==> config.mk <==
export PLATFORM = sky130hd
export DESIGN_NAME = sppr_div
export DESIGN_NICKNAME = d
export VERILOG_FILES = /design/src/design/sppr_pkg.sv /design/src/design/sppr_div.sv
export SDC_FILE = /design/constraint.sdc
export NUM_CORES = 1
export LEC_CHECK = 0
export BUFFER_PORTS_ARGS = -buffer_cell sky130_fd_sc_hd__buf_2
export CORE_MARGIN = 3
export CORE_UTILIZATION = 55
export CTS_BUF_LIST = sky130_fd_sc_hd__clkbuf_4
export CTS_CLUSTER_DIAMETER = 150
export DETAILED_ROUTE_END_ITERATION = 10
export GPL_TIMING_DRIVEN = 0
export PLACE_DENSITY_LB_ADDON = 0.08
export SLEW_MARGIN = 10
export SYNTH_ARGS = -nofsm -noshare
export SYNTH_HDL_FRONTEND = slang
export SYNTH_SLANG_ARGS = --single-unit
==> constraint.sdc <==
create_clock -name clk -period 4.4 [get_ports clk]
set_clock_uncertainty 0.05 [all_clocks]
set_input_delay 0.22 -clock clk [delete_from_list [all_inputs] [get_ports clk]]
set_output_delay 0.22 -clock clk [all_outputs]
set_load 0.005 [all_outputs]
==> src/design/sppr_pkg.sv <==
// Shared types and constants for the sub-pixel peak refinement block.
// No dependencies; every other file of the block uses this package.
package sppr_pkg;

	localparam int DEF_MAX_WIDTH  = 128;
	localparam int DEF_MAX_HEIGHT = 128;

	localparam int CW       = 12;	// coordinate width, covers col + reach
	localparam int DIM_W    = 8;
	localparam int COORD_W  = 7;
	localparam int SMP_W    = 32;
	localparam int TOL_W    = 16;
	localparam int XY_W     = 15;
	localparam int STAT_W   = 2;
	localparam int CFG_IDX_W  = 2;
	localparam int CFG_DATA_W = 16;

	localparam int DIFF_W = SMP_W + 1;
	localparam int TERM_W = 42;	// a * diff
	localparam int DIST_W = 8;
	localparam int PROD_W = TERM_W + DIST_W + 1;
	localparam int NUM_W  = PROD_W + 1;
	localparam int DEN_W  = TERM_W + 1;
	localparam int DIV_NW = 60;
	localparam int DIV_DW = DEN_W + 1;
	localparam int V_W    = DIV_NW + 2;

	typedef enum logic [CFG_IDX_W-1:0] {
		REG_MAP_WIDTH  = 2'd0,
		REG_MAP_HEIGHT = 2'd1,
		REG_TOLERANCE  = 2'd2,
		REG_BYPASS     = 2'd3
	} sppr_reg_t;

	typedef enum logic {
		FUNC_LOAD  = 1'b0,
		FUNC_QUERY = 1'b1
	} sppr_func_t;

	typedef enum logic [STAT_W-1:0] {
		STAT_OK   = 2'd0,
		STAT_ROOM = 2'd1,
		STAT_FLAT = 2'd2
	} sppr_stat_t;

	typedef enum logic [1:0] {
		DIR_RIGHT = 2'd0,
		DIR_LEFT  = 2'd1,
		DIR_UP    = 2'd2,
		DIR_DOWN  = 2'd3
	} sppr_dir_t;

	typedef enum logic [3:0] {
		ST_IDLE,
		ST_START,
		ST_SADR,
		ST_SCMP,
		ST_VM0,
		ST_VM1,
		ST_VM2,
		ST_VM3,
		ST_VCHK,
		ST_VDIV,
		ST_DONE
	} sppr_state_t;

	typedef struct packed {
		logic              start;
		logic [DIV_NW-1:0] n;
		logic [DIV_DW-1:0] d;
	} sppr_div_req_t;

	typedef struct packed {
		logic              busy;
		logic              done;
		logic [DIV_NW-1:0] q;
	} sppr_div_rsp_t;

endpackage

==> src/design/sppr_div.sv <==
// Restoring divider, one quotient bit per cycle.
// Depends on sppr_pkg for widths and the request/response structs.
module sppr_div (
	input  logic                    clk,
	input  logic                    arst_n,
	input  sppr_pkg::sppr_div_req_t req,
	output sppr_pkg::sppr_div_rsp_t rsp
);
	localparam int NW  = sppr_pkg::DIV_NW;
	localparam int DW  = sppr_pkg::DIV_DW;
	localparam int CNW = $clog2(NW + 1);

	logic [NW-1:0]  quo_q;
	logic [DW-1:0]  rem_q;
	logic [DW-1:0]  d_q;
	logic [CNW-1:0] cnt_q;
	logic           busy_q;
	logic           done_q;
	logic [DW:0]    r_sh;
	logic [DW:0]    r_sub;

	assign r_sh  = {rem_q, quo_q[NW-1]};
	assign r_sub = r_sh - {1'b0, d_q};

	always_ff @(posedge clk or negedge arst_n) begin
		if (!arst_n) begin
			busy_q <= 1'b0;
			done_q <= 1'b0;
			cnt_q  <= '0;
		end else begin
			done_q <= 1'b0;
			if (req.start && !busy_q) begin
				busy_q <= 1'b1;
				cnt_q  <= CNW'(NW);
			end else if (busy_q) begin
				cnt_q <= cnt_q - 1'b1;
				if (cnt_q == CNW'(1)) begin
					busy_q <= 1'b0;
					done_q <= 1'b1;
				end
			end
		end
	end

	always_ff @(posedge clk) begin
		if (req.start && !busy_q) begin
			quo_q <= req.n;
			rem_q <= '0;
			d_q   <= req.d;
		end else if (busy_q) begin
			if (!r_sub[DW]) begin
				rem_q <= r_sub[DW-1:0];
				quo_q <= {quo_q[NW-2:0], 1'b1};
			end else begin
				rem_q <= r_sh[DW-1:0];
				quo_q <= {quo_q[NW-2:0], 1'b0};
			end
		end
	end

	assign rsp.busy = busy_q;
	assign rsp.done = done_q;
	assign rsp.q    = quo_q;
endmodule

Word level (Yosys, flattened, before mapping). Index checks and enable logic that the tools add are counted.

Register bits after elaboration: 156. Input bits: 107. Output and inout port bits: 62. Logic and storage cells: 24.

Add/sub/neg operators: 2. Equal/unequal tests: 1. Muxes and demuxes: 12. Reductions and logical operators: 3.

Operator list (number): 60-bit two-way mux (2); 45-bit by 44-bit subtractor with 45-bit output (1); 44-bit two-way mux (1); 6-bit two-way mux (2); 1-bit two-way mux (7); 6-bit by 1-bit == test with 1-bit output (second input constant) (1); 6-bit by 1-bit subtractor with 6-bit output (second input constant) (1); 2-bit nonzero test (1); 1-bit logical AND (1); 1-bit logical NOT (1).

Longest topological paths before layout. Gate-level depths: netlist of run 1.

Depth in word-level cells: 4. Mapped depth: 13. Gate-level depth less buffers: 12.

Worst setup path after synthesis of run 1. Ideal clock, no wire load.

Path type: reg-to-reg. Start: register busy_q. End: register quo_q[53], data pin. Setup time: 0.263 ns. Arrival: 2.666 ns. Required time: 4.087 ns. Path slack: 1.421 ns. Stages on the path, launching flop included: 5. Path buffers: 2. Period minus slack after synthesis: 2.979 ns. Cell sequence: dfrtp_1 -> nor2b_1 -> clkbuf_1 -> clkbuf_1 -> mux2_2.

Cells in the longest elaborated chain, start to end: 3.

Ends and longest elaborated chain: from (decl) (line sppr_div.sv:17) `logic busy_q;`; from (signal assigned) (line sppr_div.sv:27) `busy_q <= 1'b0;`; from (signal assigned) (line sppr_div.sv:33) `busy_q <= 1'b1;`; from (signal assigned) (line sppr_div.sv:38) `busy_q <= 1'b0;`; 1-bit logical NOT (line sppr_div.sv:46) `if (req.start && !busy_q) begin`; 1-bit logical AND (line sppr_div.sv:46); 60-bit two-way mux (line sppr_div.sv:46); to (signal assigned) (line sppr_div.sv:47) `quo_q <= req.n;`; to (signal assigned) (line sppr_div.sv:53) `quo_q <= {quo_q[NW-2:0], 1'b1};`; to (signal assigned) (line sppr_div.sv:56) `quo_q <= {quo_q[NW-2:0], 1'b0};`; to (decl) (line sppr_div.sv:13) `logic [NW-1:0] quo_q;`.

Every way passes these cells. A chain may end at the register's enable or synchronous reset.

Final worst setup path of run 1.
Start: register quo_q[59]. End: register rem_q[35].

Cells in the longest elaborated chain, start to end: 2.

Ends and longest elaborated chain: 45-bit by 44-bit subtractor with 45-bit output (line sppr_div.sv:23) `assign r_sub = r_sh - {1'b0, d_q};`; 44-bit two-way mux (line sppr_div.sv:51) `if (!r_sub[DW]) begin`; to (signal assigned) (line sppr_div.sv:52) `rem_q <= r_sub[DW-1:0];`; to (signal assigned) (line sppr_div.sv:55) `rem_q <= r_sh[DW-1:0];`; to (decl) (line sppr_div.sv:14) `logic [DW-1:0] rem_q;`.

Every way passes these cells.

==> results of run 1 <==
flip-flops by register name (all words and copies together) (netlist names):
signal,flops
done_q,1
quo_q,60
d_q,44
rem_q,44
cnt_q,6
busy_q,1
area by class of cell:
type | count | area (sq um) | area share (%)
Tap cell | 211 | 264 | 2.35
Buffer | 39 | 191 | 1.70
Sequential cell | 156 | 4200 | 37.4
Clock inverter | 13 | 136 | 1.21
Multi-Input combinational cell | 582 | 4160 | 37.0
Inverter | 55 | 206 | 1.84
Clock buffer | 19 | 143 | 1.27
Antenna cell | 1 | 2.50 | 0.0223
Timing Repair Buffer | 276 | 1930 | 17.2
per-layer routing:
layer / vias up / GRT usage, % / share of wire, % / wire, um
met4: 0 / 7.74 / 1.7 / 424
met5: - / 0 / 0 / 0
li1: 3694 / - / - / -
met2: 311 / 48.1 / 48 / 11900
met3: 36 / 7.71 / 7.7 / 1900
met1: 3542 / 36.6 / 43 / 10500
critical path, cell delays in order, from the launching register on:
cell	delay (ns)
sky130_fd_sc_hd__edfxtp_1	0.37
sky130_fd_sc_hd__inv_1	0.06
sky130_fd_sc_hd__ha_1	0.21
sky130_fd_sc_hd__fa_1	0.38
sky130_fd_sc_hd__nand2b_1	0.21
sky130_fd_sc_hd__a21o_1	0.21
sky130_fd_sc_hd__a21oi_2	0.20
sky130_fd_sc_hd__a41o_1	0.32
sky130_fd_sc_hd__a21oi_2	0.15
sky130_fd_sc_hd__a22oi_4	0.24
sky130_fd_sc_hd__xor2_4	0.43
sky130_fd_sc_hd__nand2_1	0.33
sky130_fd_sc_hd__o21ai_1	0.26
through the flow:
stage                     power, mW  std cells  hold slack, ns  instance area [sq um]  utilization, %
final                          7.67       1352           0.252                  11200            73.1
after global routing           8.26       1352           0.226                  11200            73.1
after CTS                      7.56       1351           0.225                  11200            73.1
after detailed placement       6.60       1212          0.0285                   9890            64.3
after global placement         6.53       1211          0.0279                   9860            64.2
after floorplan                5.43        832          -0.126                   8760               -
path summary, 6_finish.rpt:
| path | startpoint | endpoint | slack, ns | depth (start not counted) |
|---|---|---|---|---|
| min in group asynchronous | arst_n | cnt_q[0]$_DFFE_PN0P_ | 0.58 | 3 |
| worst min register to register | cnt_q[5]$_DFFE_PN0P_ | done_q$_DFF_PN0_ | 0.44 | 1 |
| worst min-delay path | req[38] | d_q[38]$_DFFE_PP_ | 0.25 | 2 |
| max in group asynchronous | arst_n | busy_q$_DFF_PN0_ | 3.44 | 3 |
| worst max register to register | quo_q[59]$_DFFE_PP_ | rem_q[35]$_SDFFE_PP0P_ | 0.88 | 12 |
| worst max-delay path | quo_q[59]$_DFFE_PP_ | rem_q[35]$_SDFFE_PP0P_ | 0.88 | 12 |
power groups by stage:
stage          Clock, mW  Sequential (mW)  Combinational, mW
2_1_floorplan          0             2.59               2.84
3_3_place_gp           0             2.64               3.90
3_5_place_dp           0             2.63               3.97
4_1_cts            0.897             2.62               4.05
5_1_grt            0.959             2.71               4.58
6_report           0.889             2.65               4.13
kinds of logic (layout without fill, tap and decap cells):
group / Yosys count / after routing
AND/OR/NAND/NOR: 249 / 249
AO/OA/AOI/OAI: 186 / 186
flip-flops: 156 / 156
buffers and inverters: 94 / 402
multiplexers: 62 / 62
adder cells (fa/ha/maj): 47 / 47
XOR/XNOR: 38 / 38
other: 0 / 1
layout by cell type, fill, tap and decap left out, types with 11 or more instances in the layout:
master and instances:
sky130_fd_sc_hd__nand4_1 11, sky130_fd_sc_hd__ha_1 46, sky130_fd_sc_hd__a21oi_1 46, sky130_fd_sc_hd__buf_2 173, sky130_fd_sc_hd__o21ai_1 12, sky130_fd_sc_hd__nand2b_1 12
sky130_fd_sc_hd__a32oi_1 14, sky130_fd_sc_hd__o21ai_0 22, sky130_fd_sc_hd__nand2_1 69, sky130_fd_sc_hd__clkbuf_1 21, sky130_fd_sc_hd__clkbuf_4 20, sky130_fd_sc_hd__xor2_1 15
sky130_fd_sc_hd__nand3_1 81, sky130_fd_sc_hd__nor2_1 32, sky130_fd_sc_hd__inv_1 54, sky130_fd_sc_hd__a21o_1 16, sky130_fd_sc_hd__dfxtp_1 44, sky130_fd_sc_hd__edfxtp_1 104
sky130_fd_sc_hd__dlygate4sd3_1 107, sky130_fd_sc_hd__xnor2_1 21, sky130_fd_sc_hd__mux2_2 59
repair_timing:
action	in CTS	in global routing
gates resized for setup	0	0
hold endpoints to repair	116	0
hold buffers	107	0
==> results, run 1 <==
- The die outline height is 132 um.
- The analysis attributes to cell leakage a power of 4.83 nW.
- After legalization and detailed placement, the total HPWL measured 16400 um.
- In this run the clock root is driven by a sky130_fd_sc_hd__clkbuf_4.
- The largest vdd supply drop is 378 uV.
- The fmax is 284 MHz.
- In this run the worst path has a maximum fanout of 9.
- Setup repair after global routing left no endpoint under its margin.
- The number of fill cells is 1089.
- The worst slew margin relative to its limit is 46.4%.
- At the pin with the least slew margin, the transition time is 0.795 ns.
- The number of nets handed over by synthesis was 986.
- After clock tree synthesis, the clock-pin slew on the worst setup and hold paths is 0.16 ns.
- The violation count after the first detailed-route iteration is 702.
- The post-placement setup slack is 0.959 ns.
- Max-cap violations in this run came to 0.
- The power share of the combinational group is 53.9%.
- The total clock buffers created by CTS is 17.
- The number of vias per cell is 5.61.
- After the last flow step, the layout net total stands at 1281.
- The launching element type of the critical path is a register.
- The post-synthesis register bit count is 156.
- The final setup slack of the worst path is 0.885 ns.
- The H-tree depth is 4.
- The max-slew violation count is 0.
- During I/O placement, the number of pins put on the boundary was 169.
- The critical path data required time is 4.87 ns.
- In this run, synthesis inferred 104 flip-flops with an integrated enable.
- The count of buffers from port buffering is 168.
- The clock tree from TritonCTS is done.
- For the finished layout, the period the worst path requires is 3.52 ns.
- After layout, the worst path uses 79.9% of the clock period.
- The type of the worst setup path is reg2reg.
- The post-synthesis share of cell area spent on full adders, half adders and majority gates is 6.80%.
- Sorting the synthesized cells by how often they occur yields 104 x sky130_fd_sc_hd__edfxtp_1, 81 x sky130_fd_sc_hd__nand3_1, 69 x sky130_fd_sc_hd__nand2_1.
- The number of antenna-violating nets in the routed design is 0.
- In the final routed layout, each cell accounts on average for 18.2 um.
- The proportion of total power due to net switching is 42.6%.
- The run finished with clean final reports.
- Internal power comes to 4.41 mW.
- The starting density of the core is 57.0%.
- The share of the synthesized area in compound gates (AO/OA/AOI/OAI) is 14.8%.
- The floorplan has 45 rows.
- Summing every instance area after synthesis gives 8760 sq um.
- After synthesis, flip-flops and latches occupy 48.0% of the total area.
- The clock passes through at most 2 buffers.
- The number of setup violations in the final report is 0.
- Counting flops with an async set or reset pin after synthesis yields a share of 5.13%.
- The average instance in the mapped netlist occupies 10.5 sq um.
- The total global routing track utilization is 28.5%.
- Setup total negative slack on the finished layout was measured at 0 ns.
- The core footprint is 15400 sq um.
- After synthesis, the largest area contributor takes up 35.7% of total cell area.
- The initial antenna violation count is 1.
- The total net switching power is 3.27 mW.
- The wire length reported by the detailed router is 24700 um.
- The netlist uses 76 different library cells.
- Multiplexer cells account for 7.93% of the synthesized area.
- Entering global routing, the biggest net connects 54 pins.
- The clock network is responsible for 11.6% of the overall power.
- The share of layout cells above drive strength 1 is 25.5%.
- The die is 132 um wide.
- The clock reaches the later pin of the worst-skew pair after 0.61 ns.
- The most used flip-flop cell after synthesis is sky130_fd_sc_hd__edfxtp_1.
- Routability-driven placement finished with a final weighted congestion of 0.930.
- The number of global-route vias before repair is 7646.
- The first-pass GRT wire length is 39900 um.
- The die covers 17500 sq um.
- The total via count in the routed design is 7583.
- In the routed design, unresolved DRC markers number 0.
- The post-synthesis simple-gate area fraction is 13.9%.
- The worst endpoint data arrival time is 3.99 ns.
- Summing the areas of all xor and xnor instances in the mapped netlist gives 4.10% of the synthesized area.
- The growth of design area from synthesis to finish is 28.3%.
- The first detailed-routing pass took 6 iterations.
- For this run the aggregate overflow at the end of global routing stands at 0.
- The synthesized instance count is 832.
- The largest area contributor in the netlist is sky130_fd_sc_hd__edfxtp_1.
- Sorting the synthesized cells by area gives the leading types as sky130_fd_sc_hd__edfxtp_1 36%, sky130_fd_sc_hd__dfxtp_1 10%, sky130_fd_sc_hd__mux2_2 7.6%, sky130_fd_sc_hd__ha_1 6.6%, sky130_fd_sc_hd__nand3_1 4.6%.
- The number of hold-slack violations in the final timing report is 0.
- The largest family of logic cells by synthesized area is compound AO/OA/AOI/OAI gates.
- The number of clock sinks is 156.
- The sequential share of power is 34.5%.
- The worst hold path belongs to the class in2reg.
- The number of post-CTS setup repair buffers is 0.
- The sort of element at the end of the critical path is a register.
- The number of warning messages in the yosys log is 0.
- In the post-synthesis netlist, the cell with the most instances is sky130_fd_sc_hd__edfxtp_1.
- The power per cell area is 683 nW/um^2.
(Power assumes the default switching activity.)
==> inputs of run 2 (changes only) <==
- clock period: 4.4 -> 3.7 ns (I/O delays scaled with it)
==> results, run 2 (same netlist as run 1, synthesis figures left out) <==
- The sum of routed wire segments on met1 is 10500 um (+0.23%).
- The fraction of the cycle the final worst path needs came to 92.0% (+12 points).
- The total leakage power came to 4.85 nW (+0.39%).
- The register bank with the most flops is quo_q.
- The clock tree from TritonCTS is done.
- The max capacitance violation total came to 0 (unchanged).
- The number of hold-slack violations in the final timing report is 0 (unchanged).
- The number of antenna-violating nets in the routed design is 0 (unchanged).
- The buffering stage count on the worst path with inverters included was 2 (+1).
- The total I/O pin count is 169 (unchanged).
- The maximum count of clock buffers along a single path is 2 (unchanged).
- The global placer's final weighted congestion is 0.930 (unchanged).
- The worst endpoint data arrival time is 3.69 ns (-0.30 ns).
- The critical path data required time is 3.98 ns (-0.89 ns).
- The H-tree depth is 4 (unchanged).
- The library cell appearing most often on the critical path is sky130_fd_sc_hd__a21oi_2.
- The final setup slack of the worst path is 0.296 ns (-0.589 ns).
- The total clock buffers created by CTS was 17 (unchanged).
- The wire length reported by the detailed router is 24700 um (about the same).
- Setup repair after global routing left no endpoint under its margin.
- The number of vias per cell is 5.66 (+0.87%).
- The later-pin clock latency in the skew report came to 0.61 ns (about the same).
- The number of clock sinks is 156 (unchanged).
- The final hold slack is 0.220 ns (-0.0320 ns).
- Leaving out fill and tap cells, the most frequent cell in the layout is sky130_fd_sc_hd__buf_2.
- The total overflow reported by the global router is 0 (unchanged).
- The clock tree root buffer cell is sky130_fd_sc_hd__clkbuf_4.
- The final routed wire length divided by cell count was 18.2 um (-0.18%).
- The net count reported at finish came to 1284 (+0.23%).
- The cell count after placement was 1212 (unchanged).
- The fmax is 294 MHz (+3.3%).
- From synthesis to final layout, the design area changed by 28.7%.
- The clock transition at the registers of the reported paths is 0.16 ns (about the same).
- The topmost layer with routed signal wires is met4.
- The starting density of the core is 57.0% (unchanged).
- The final non-filler cell area was 11300 sq um (+0.31%).
- The initial antenna violation count came to 1 (unchanged).
- The largest vdd supply drop is 449 uV (+19%).
- The total global routing track utilization is 28.5% (unchanged).
- The count of cells resized by post-cts repair was 0 (unchanged).
- The largest fanout of any net on the critical path is 10 (+1).
- The run finished with clean final reports.
- Grouping stages by cell kind, the critical path spends the most delay in compound AO/OA/AOI/OAI gates.
- The final core utilization is 73.3% (+0.23 points).
- The number of flip-flops in the largest register is 60 (unchanged).
- The floorplan die area came to 17500 sq um (unchanged).
- The die extent in x was 132 um (unchanged).
- The largest registers in the layout are quo_q x60, d_q x44, rem_q x44.
- The estimated wirelength of the detail-placed design was 16400 um (unchanged).
- The site row count is 45 (unchanged).
- The violation count after the first detailed-route iteration is 740 (+5.4%).
- The remaining design rule violation count is 0 (unchanged).
- The post-route total power is 9.22 mW (+20%).
- The share of layout cells above drive strength 1 is 25.7% (+0.20 points).
- The number of detailed-routing iterations run before antenna repair was 6 (unchanged).
- In the layout the commonest cells are 173 x sky130_fd_sc_hd__buf_2, 107 x sky130_fd_sc_hd__dlygate4sd3_1, 104 x sky130_fd_sc_hd__edfxtp_1.
- The number of global-route vias before repair is 7646 (unchanged).
- The worst setup path is launched from a register.
- The largest individual stage delay along the critical path comes from the cell sky130_fd_sc_hd__fa_1.
- The total cell area at the placement stage is 9890 sq um (unchanged).
- The number of standard cells in the final layout excluding fillers was 1355 (+0.22%).
- The worst slew margin relative to its limit came to 45.2% (-1.2 points).
- The path class of the tightest hold or removal check is in2reg.
- The routed length on met2 is 11800 um (-0.62%).
- The power per cell area is 818 nW/um^2 (+20%).
- The pin count of the biggest net entering global routing is 54 (unchanged).
- The setup path with the least slack is of type reg2reg.
- Walking the worst path, the cells encountered are inv_1, ha_1, fa_1, nand2b_1, a21o_1, a21oi_2, a41o_1, a21oi_2, a22oi_4, xnor2_2, buf_4, o21ai_0.
- The total negative slack for setup checks is 0 ns (unchanged).
- The total via count in the routed design is 7666 (+1.1%).
- The total met3 wirelength after detailed routing is 1850 um (-2.6%).
- STA classifies the critical path endpoint as a register.
- The number of setup violations in the final report is 0 (unchanged).
- The post-placement setup slack is 0.259 ns (-0.700 ns).
- The post-layout minimum cycle time is 3.40 ns (-0.111 ns).
- The die outline height is 132 um (unchanged).
- The core footprint is 15400 sq um (unchanged).
- The first-pass GRT wire length is 39900 um (unchanged).
- The largest stage delay on the critical path is 0.38 ns (-0.05 ns).
- The count of buffers from port buffering is 168 (unchanged).
- The worst-margin pin slew is 0.813 ns (+0.0183 ns).
- The max-slew violation count came to 0 (unchanged).
[run 2: changes by cell type in the layout (fill, tap and decap cells not counted), sizes merged]
cell	change
buf	+3
[run 2: cell type report]
cell class                 count  area [sq um]
clock inverter                13           136
fill                        1084          4100
buffer                        39           191
clock buffer                  19           143
multi-input combinational    582          4160
tap                          211           264
inverter                      55           206
antenna                        1          2.50
sequential                   156          4200
timing repair buffer         279          1970
[run 2: metal layers]
metal	global-route usage, %	vias up
met2	48.1	346
met5	0	-
met3	7.71	49
met1	36.6	3568
li1	-	3703
met4	7.74	0
[run 2: path summary, 6_finish.rpt]
| path | startpoint | end | slack [ns] | cells after the start |
|---|---|---|---|---|
| max | quo_q[59]$_DFFE_PP_ | quo_q[0]$_DFFE_PP_ | 0.30 | 12 |
| min | req[38] | d_q[38]$_DFFE_PP_ | 0.22 | 2 |
| max reg2reg | quo_q[59]$_DFFE_PP_ | quo_q[0]$_DFFE_PP_ | 0.30 | 12 |
| min reg2reg | cnt_q[5]$_DFFE_PN0P_ | done_q$_DFF_PN0_ | 0.44 | 1 |
| max in group asynchronous | arst_n | busy_q$_DFF_PN0_ | 2.78 | 3 |
| min in group asynchronous | arst_n | cnt_q[0]$_DFFE_PN0P_ | 0.53 | 3 |
[run 2: what timing repair did]
item / CTS / global route
endpoints found under the setup margin: 0 / 9
hold buffers: 107 / 0
endpoints found under the hold margin: 117 / 0
buffers inserted: 0 / 3
[run 2: power by group]
| part | leakage [nW] | total [mW] | switching [mW] | internal (mW) |
|---|---|---|---|---|
| Sequential | 1.50 | 3.15 | 0.484 | 2.67 |
| Clock | 0.149 | 1.06 | 0.690 | 0.366 |
| Combinational | 3.20 | 5.01 | 2.73 | 2.28 |
| Total | 4.85 | 9.22 | 3.91 | 5.32 |
